File: src/sv/hlcd_pkg.sv
`timescale 1ns / 1ps
// Shared types and constants of the frame deframer.
// No dependencies; used by the core, the top level and the checker.
package hlcd_pkg;

  localparam logic [7:0]  START_BYTE = 8'hAA;
  localparam logic [15:0] MIN_LENGTH = 16'd5;
  localparam logic [15:0] MAX_LENGTH = 16'd65532;
  localparam logic [15:0] CMD_LAST   = 16'd4;

  // Frame parser phase codes.
  localparam logic [2:0] PH_HUNT    = 3'd0;
  localparam logic [2:0] PH_LEN_LO  = 3'd1;
  localparam logic [2:0] PH_LEN_HI  = 3'd2;
  localparam logic [2:0] PH_CMD     = 3'd3;
  localparam logic [2:0] PH_PAYLOAD = 3'd4;
  localparam logic [2:0] PH_CHECK   = 3'd5;

  // Result kinds.
  localparam logic [2:0] K_PAYLOAD   = 3'd0;
  localparam logic [2:0] K_OK        = 3'd1;
  localparam logic [2:0] K_BAD_START = 3'd2;
  localparam logic [2:0] K_BAD_LEN   = 3'd3;
  localparam logic [2:0] K_BAD_SUM   = 3'd4;

  typedef struct packed {
    logic        valid;
    logic [2:0]  kind;
    logic [7:0]  payload_byte;
    logic [31:0] command_word;
    logic [15:0] payload_length;
    logic        frame_end;
  } result_t;

endpackage

File: src/sv/hlcd_core.sv
`timescale 1ns / 1ps
// Frame parser state and its next-state and result logic.
// Depends on hlcd_pkg for phase codes, result kinds and the result struct.
module hlcd_core (
  input  logic             clk,
  input  logic             rst_n,
  input  logic             step,
  input  logic [7:0]       rx_byte,
  output hlcd_pkg::result_t res
);

  logic [2:0]  phase_r, phase_nxt;
  logic [15:0] bpos_r, bpos_nxt;
  logic [15:0] len_r, len_nxt;
  logic [7:0]  sum_r, sum_nxt;
  logic [31:0] cmd_r, cmd_nxt;

  logic [15:0] plen;
  logic [15:0] len_full;
  logic [15:0] bpos_inc;
  logic [7:0]  sum_add;

  assign plen     = len_r - hlcd_pkg::MIN_LENGTH;
  assign len_full = {rx_byte, len_r[7:0]};
  assign bpos_inc = bpos_r + 16'd1;
  assign sum_add  = sum_r + rx_byte;

  always_comb begin
    phase_nxt = phase_r;
    bpos_nxt  = bpos_r;
    len_nxt   = len_r;
    sum_nxt   = sum_r;
    cmd_nxt   = cmd_r;
    res       = '0;
    unique case (phase_r)
      hlcd_pkg::PH_LEN_LO: begin
        len_nxt   = {8'd0, rx_byte};
        sum_nxt   = sum_add;
        phase_nxt = hlcd_pkg::PH_LEN_HI;
      end
      hlcd_pkg::PH_LEN_HI: begin
        len_nxt = len_full;
        sum_nxt = sum_add;
        if (len_full < hlcd_pkg::MIN_LENGTH || len_full > hlcd_pkg::MAX_LENGTH) begin
          phase_nxt     = hlcd_pkg::PH_HUNT;
          res.valid     = 1'b1;
          res.kind      = hlcd_pkg::K_BAD_LEN;
          res.frame_end = 1'b1;
        end else begin
          bpos_nxt  = '0;
          cmd_nxt   = '0;
          phase_nxt = hlcd_pkg::PH_CMD;
        end
      end
      hlcd_pkg::PH_CMD: begin
        cmd_nxt  = {cmd_r[23:0], rx_byte};
        sum_nxt  = sum_add;
        bpos_nxt = bpos_inc;
        if (bpos_inc >= hlcd_pkg::CMD_LAST) begin
          bpos_nxt  = '0;
          phase_nxt = (plen == 16'd0) ? hlcd_pkg::PH_CHECK : hlcd_pkg::PH_PAYLOAD;
        end
      end
      hlcd_pkg::PH_PAYLOAD: begin
        sum_nxt  = sum_add;
        bpos_nxt = bpos_inc;
        if (bpos_inc >= plen) begin
          phase_nxt = hlcd_pkg::PH_CHECK;
        end
        res.valid        = 1'b1;
        res.kind         = hlcd_pkg::K_PAYLOAD;
        res.payload_byte = rx_byte;
      end
      hlcd_pkg::PH_CHECK: begin
        phase_nxt          = hlcd_pkg::PH_HUNT;
        res.valid          = 1'b1;
        res.kind           = (rx_byte == sum_r) ? hlcd_pkg::K_OK : hlcd_pkg::K_BAD_SUM;
        res.command_word   = cmd_r;
        res.payload_length = plen;
        res.frame_end      = 1'b1;
      end
      default: begin
        // Hunting, and the unused codes behave the same way.
        if (rx_byte == hlcd_pkg::START_BYTE) begin
          sum_nxt   = rx_byte;
          len_nxt   = '0;
          bpos_nxt  = '0;
          cmd_nxt   = '0;
          phase_nxt = hlcd_pkg::PH_LEN_LO;
        end else begin
          phase_nxt     = hlcd_pkg::PH_HUNT;
          res.valid     = 1'b1;
          res.kind      = hlcd_pkg::K_BAD_START;
          res.frame_end = 1'b1;
        end
      end
    endcase
  end

  always_ff @(posedge clk) begin
    if (!rst_n) begin
      phase_r <= hlcd_pkg::PH_HUNT;
      bpos_r  <= '0;
      len_r   <= '0;
      sum_r   <= '0;
      cmd_r   <= '0;
    end else if (step) begin
      phase_r <= phase_nxt;
      bpos_r  <= bpos_nxt;
      len_r   <= len_nxt;
      sum_r   <= sum_nxt;
      cmd_r   <= cmd_nxt;
    end
  end

endmodule

File: src/sv/header_length_checksum_deframer.sv
`timescale 1ns / 1ps
// Length-prefixed frame deframer with an 8-bit additive checksum.
// A byte accepted into the input register passes through the combinational parser step
// into the result register, where its result waits to be taken. Throughput: one byte per
// cycle unless a result meets a stalled result register. Synchronous active-low reset
// empties both registers and returns the parser to hunting for the start byte.
module header_length_checksum_deframer (
  input  logic        clk,
  input  logic        rst_n,
  input  logic        in_valid,
  output logic        in_stall,
  input  logic [7:0]  in_rx_byte,
  output logic        out_valid,
  input  logic        out_stall,
  output logic [2:0]  out_kind,
  output logic [7:0]  out_payload_byte,
  output logic [31:0] out_command_word,
  output logic [15:0] out_payload_length,
  output logic        out_frame_end
);

  // Input register: holds one accepted byte until the parser consumes it.
  logic       in_vld_r;
  logic [7:0] in_byte_r;

  // Result register: holds one finished item until the downstream side takes it.
  logic        out_vld_r;
  logic [2:0]  kind_r;
  logic [7:0]  pbyte_r;
  logic [31:0] cmd_word_r;
  logic [15:0] plen_r;
  logic        fend_r;

  hlcd_pkg::result_t res;
  logic out_free;
  logic step;

  // The result register can take a new item when it is empty or being emptied.
  assign out_free = !out_vld_r || !out_stall;

  // The parser advances on a held byte unless that byte yields a result and the
  // result register has no room. Bytes that produce nothing never wait.
  assign step = in_vld_r && (!res.valid || out_free);

  // The input register refills in the same cycle that it drains.
  assign in_stall = in_vld_r && !step;

  hlcd_core u_core (
    .clk     (clk),
    .rst_n   (rst_n),
    .step    (step),
    .rx_byte (in_byte_r),
    .res     (res)
  );

  always_ff @(posedge clk) begin
    if (!rst_n) begin
      in_vld_r <= 1'b0;
    end else if (!in_stall) begin
      in_vld_r <= in_valid;
    end
  end

  always_ff @(posedge clk) begin
    if (!in_stall && in_valid) begin
      in_byte_r <= in_rx_byte;
    end
  end

  always_ff @(posedge clk) begin
    if (!rst_n) begin
      out_vld_r <= 1'b0;
    end else if (out_free) begin
      out_vld_r <= step && res.valid;
    end
  end

  always_ff @(posedge clk) begin
    if (out_free && step && res.valid) begin
      kind_r     <= res.kind;
      pbyte_r    <= res.payload_byte;
      cmd_word_r <= res.command_word;
      plen_r     <= res.payload_length;
      fend_r     <= res.frame_end;
    end
  end

  assign out_valid          = out_vld_r;
  assign out_kind           = kind_r;
  assign out_payload_byte   = pbyte_r;
  assign out_command_word   = cmd_word_r;
  assign out_payload_length = plen_r;
  assign out_frame_end      = fend_r;

endmodule

File: config.mk
export PLATFORM = sky130hd
export DESIGN_NAME = header_length_checksum_deframer
export DESIGN_NICKNAME = d
export VERILOG_FILES = /design/src/sv/hlcd_pkg.sv /design/src/sv/hlcd_core.sv /design/src/sv/header_length_checksum_deframer.sv
export SDC_FILE = /design/constraint.sdc
export NUM_CORES = 1
export LEC_CHECK = 0
export CORE_MARGIN = 10
export CORE_UTILIZATION = 52
export DETAILED_ROUTE_END_ITERATION = 16
export DONT_BUFFER_PORTS = 1
export HOLD_SLACK_MARGIN = 0.02
export PLACE_DENSITY = 0.73
export RECOVER_POWER = 100
export SYNTH_ARGS = -nofsm -noshare
export SYNTH_HDL_FRONTEND = slang
export SYNTH_SLANG_ARGS = --single-unit
export TNS_END_PERCENT = 20
File: constraint.sdc
create_clock -name clk -period 6 [get_ports clk]
set_input_delay 0.3 -clock clk [delete_from_list [all_inputs] [get_ports clk]]
set_output_delay 0.3 -clock clk [all_outputs]
set_load 0.005 [all_outputs]
==> qor.json <==
{
  "outcome": {"value": "finished, final reports clean"},
  "ir_drop": {"value": 0.000231, "unit": "V"},
  "synth_seq_cells": {"value": 145},
  "clkLatencyLatePin": {"value": 0.44, "unit": "ns"},
  "final_layout_size_suffix_gt1_frac": {"value": 0.0588},
  "worst_setup_path_type": {"value": "reg2reg"},
  "grt_util_all_layers": {"value": 0.193},
  "synth.avg_cell_area": {"value": 9.47, "unit": "um2"},
  "yosys.area.top_type_share": {"value": 0.287},
  "yosysWarningCount": {"value": 0},
  "critPathRequiredTime": {"value": 6.27, "unit": "ns"},
  "relSlewSlack": {"value": 0.0207},
  "grt_antenna_before_repair": {"value": 0},
  "share_comb_of_total_power": {"value": 0.058},
  "yosys.area.top_type": {"value": "edfxtp_1"},
  "worst_clock_skew": {"value": 0.00885, "unit": "ns"},
  "cellInternalPower": {"value": 1.72, "unit": "mW"},
  "share_seq_of_total_power": {"value": 0.480},
  "avgRoutedWirePerCell": {"value": 19.3, "unit": "um"},
  "drt_wl_total": {"value": 17.8, "unit": "mm"},
  "preCtsSetupSlack": {"value": 2.39, "unit": "ns"},
  "clkSlewWorstSetupHoldPaths": {"value": 0.06, "unit": "ns"},
  "clock_net_sink_count": {"value": 145},
  "areaGrowthSynthToFinish": {"value": 10.3, "unit": "%"},
  "pin_count_of_the_biggest_net_entering_global_routing": {"value": 63},
  "grt.overflow.total": {"value": 0},
  "diode_insertion_count_for_antenna_repair": {"value": 0},
  "period_share": {"value": 0.697},
  "synth_edf_count": {"value": 68},
  "p_leak": {"value": 2.93, "unit": "nW"},
  "first_pass_iters": {"value": 5},
  "setup_ws": {"value": 1.82, "unit": "ns"},
  "placement.cell_area": {"value": 7180, "unit": "um2"},
  "grt_pass1_vias": {"value": 5325},
  "fin_area": {"value": 7850, "unit": "um2"},
  "grt_pass1_wl": {"value": 28.8, "unit": "mm"},
  "numCtsBuffers": {"value": 17},
  "ys_dominant_reg_cell": {"value": "dfxtp_1"},
  "worst_setup_path_start_kind": {"value": "register"},
  "die_x": {"value": 137, "unit": "um"},
  "synthesis.instances": {"value": 752},
  "core": {"value": 13300, "unit": "um2"},
  "total_switching_power": {"value": 0.559, "unit": "mW"},
  "drt-vias-per-instance": {"value": 6.18},
  "period_minus_slack": {"value": 4.18, "unit": "ns"},
  "maxSlewViolCount": {"value": 0},
  "route.antenna.remaining_nets": {"value": 0},
  "dr_total_vias": {"value": 5706},
  "worstSetupStartpoint": {"value": "u_core.len_r[0]"},
  "rsz0062_at_grt": {"value": "no"},
  "syn-cell-area": {"value": 7120, "unit": "um2"},
  "reg2reg_depth": {"value": 9},
  "dp_hpwl": {"value": 12.4, "unit": "mm"},
  "r2r-end": {"value": "u_core.bpos_r[5]"},
  "synth.yosys.seq_area_share": {"value": 0.503},
  "timing.final.hold_violations": {"value": 0},
  "post-route-drc-count": {"value": 0},
  "share_clk_of_total_power": {"value": 0.462},
  "timing_worst_slew_pin_value": {"value": 1.47, "unit": "ns"},
  "floorplan.initialDensity": {"value": 0.533},
  "synth-async-reset-ratio": {"value": 0},
  "netlist_top_cells_area": {"value": "edfxtp_1, dfxtp_1, a21oi_1"},
  "synth.distinct_cells": {"value": 62},
  "critPathCapture": {"value": "u_core.bpos_r[5]"},
  "timing.critical_path.fanout_max": {"value": 20},
  "tns": {"value": 0, "unit": "ns"},
  "gp_routability_congestion": {"value": 0.949},
  "dieArea": {"value": 18800, "unit": "um2"},
  "placementRows": {"value": 42},
  "crit-reg2reg-launch": {"value": "u_core.len_r[0]"},
  "crit_arrival": {"value": 4.45, "unit": "ns"},
  "power_density_over_cell_area": {"value": 290, "unit": "nW/um2"},
  "nFillCells": {"value": 1158},
  "report.final.setup_viol": {"value": 0},
  "tritoncts": {"value": "yes"},
  "maxCapViolations": {"value": 0},
  "place.port_buffers": {"value": 0},
  "endpoint_kind": {"value": "register"},
  "die-height": {"value": 137, "unit": "um"},
  "boundaryPins": {"value": 74},
  "layout.nets": {"value": 775},
  "cts-resized-gates": {"value": 0},
  "h-tree-depth": {"value": 4},
  "cts.path.max_buffers": {"value": 2},
  "hold_path_class": {"value": "in2reg"},
  "drt_iter0_markers": {"value": 616},
  "maxClockFrequency": {"value": 0.239, "unit": "GHz"},
  "regToRegSetupSlack": {"value": 1.82, "unit": "ns"},
  "power.share.switching": {"value": 0.245},
  "root_buffer": {"value": "clkbuf_16"},
  "syn_nets": {"value": 792}
}
==> cells in the mapped netlist, types with 2 or more instances <==
master	n
a22oi_1	8
and3_1	45
dfxtp_1	77
nand2_1	72
o21a_1	6
nor2_1	63
xor2_1	12
or4_1	3
a2111oi_0	3
nand4_1	13
mux2i_1	2
nor3_1	24
or3_1	5
a41oi_1	2
buf_2	16
a31oi_1	2
or2_1	4
nor3_2	2
nand3_1	54
o31a_1	2
inv_2	2
o21ai_1	8
a21o_1	3
edfxtp_1	68
ha_1	27
o211ai_1	3
and4_1	2
a31o_1	2
inv_1	16
xnor2_1	29
nor4_1	18
o21ai_0	10
a311oi_1	3
clkbuf_1	30
nor2b_1	6
buf_1	5
a211oi_1	6
nand3b_1	2
a21oi_1	72
nand4b_1	3
==> flip-flops by register name, summed over array words and instances (netlist names), 8 cells and up <==
signal	cells
in_byte_r	8
out_command_word	32
out_payload_byte	8
out_payload_length	16
u_core.bpos_r	16
u_core.cmd_r	32
u_core.len_r	16
u_core.sum_r	8
==> through the flow <==
stage                      util  hold WS (ns)  power, mW  cells
final                     0.588        0.0709       2.28    924
after global routing      0.588        0.0700       2.34    924
after global placement    0.538         0.399       1.23    882
after detailed placement  0.538         0.399       1.24    882
after floorplan               -         0.399       1.20    752
after CTS                 0.589        0.0606       2.29    924
==> power groups by stage <==
stage / registers [mW] / logic [mW] / clock network, mW
3_5_place_dp: 1.12 / 0.125 / 0
3_3_place_gp: 1.11 / 0.121 / 0
2_1_floorplan: 1.10 / 0.104 / 0
6_report: 1.09 / 0.132 / 1.05
5_1_grt: 1.10 / 0.147 / 1.10
4_1_cts: 1.09 / 0.131 / 1.06
==> routing by layer <==
layer / vias up / GRT usage / wire [um]
met5: - / 0 / 0
li1: 2702 / - / -
met4: 0 / 0.0691 / 259
met2: 213 / 0.310 / 8700
met1: 2762 / 0.254 / 7690
met3: 29 / 0.0389 / 1170
==> cells in the final DEF (no fill, tap or decap), types with 3 or more instances in the layout <==
cell	instances
a311oi_1	3
buf_4	3
inv_1	16
inv_6	3
nand4b_1	3
dlygate4sd3_1	10
or3_1	5
nand2_1	72
xnor2_1	29
a2111oi_0	3
a21oi_1	70
o21ai_1	5
o21a_1	6
nor3_1	25
nand4_1	13
nor4_1	18
dfxtp_1	77
a22oi_1	8
nor2_1	63
edfxtp_1	68
or2_1	3
clkinvlp_4	3
clkinv_1	3
nand3_1	54
a211oi_1	6
nor2b_1	6
ha_1	27
xor2_1	12
or4_1	3
o21ai_0	13
o211ai_1	3
and3_1	45
a21o_1	3
clkbuf_16	17
==> how the worst min path moves through the flow <==
stage / startpoint / to / slack [ns] / cells after the start
after global routing: out_stall / out_payload_byte[1] / 0.07 / 1
after global placement: in_rx_byte[0] / in_byte_r[0] / 0.40 / 0
after detailed placement: in_rx_byte[7] / in_byte_r[7] / 0.40 / 0
after CTS: out_stall / out_payload_byte[1] / 0.06 / 1
final: out_stall / out_payload_byte[1] / 0.07 / 1
after floorplan: in_rx_byte[0] / in_byte_r[0] / 0.40 / 0
==> critical path: stages (launching register included) <==
cell     delay, ns
dfxtp_1       0.40
inv_1         0.11
ha_1          0.24
nor2b_1       0.48
nor3_1        0.20
a31o_2        0.32
a221o_1       0.61
or2_0         0.49
o21ai_0       1.05
nor2_1        0.12
==> area by class of cell <==
type,count,area [um2],share of cell area
sequential,145,3580,0.456
multi-input combinational,538,3270,0.416
clock buffer,17,425,0.0542
tap,176,220,0.0281
clock inverter,15,156,0.0199
timing repair buffer,15,131,0.0167
inverter,18,67.6,0.00861
==> kinds of logic (layout without fill, tap and decap cells) <==
family          after synthesis  in the layout  share of synthesized area
compound gates              140            140                      0.120
xor+xnor                     41             41                     0.0504
fa+ha+maj                    28             28                     0.0503
buf+inv                      69             65                     0.0392
flops                       145            145                      0.503
mux                           2              2                    0.00281
simple gates                327            327                      0.234
==> what timing repair did <==
action,CTS,global route
endpoints found under the hold margin,12,0
endpoints found under the setup margin,0,0
hold buffers,10,0
setup buffers,0,0
(Power assumes the default switching activity.)
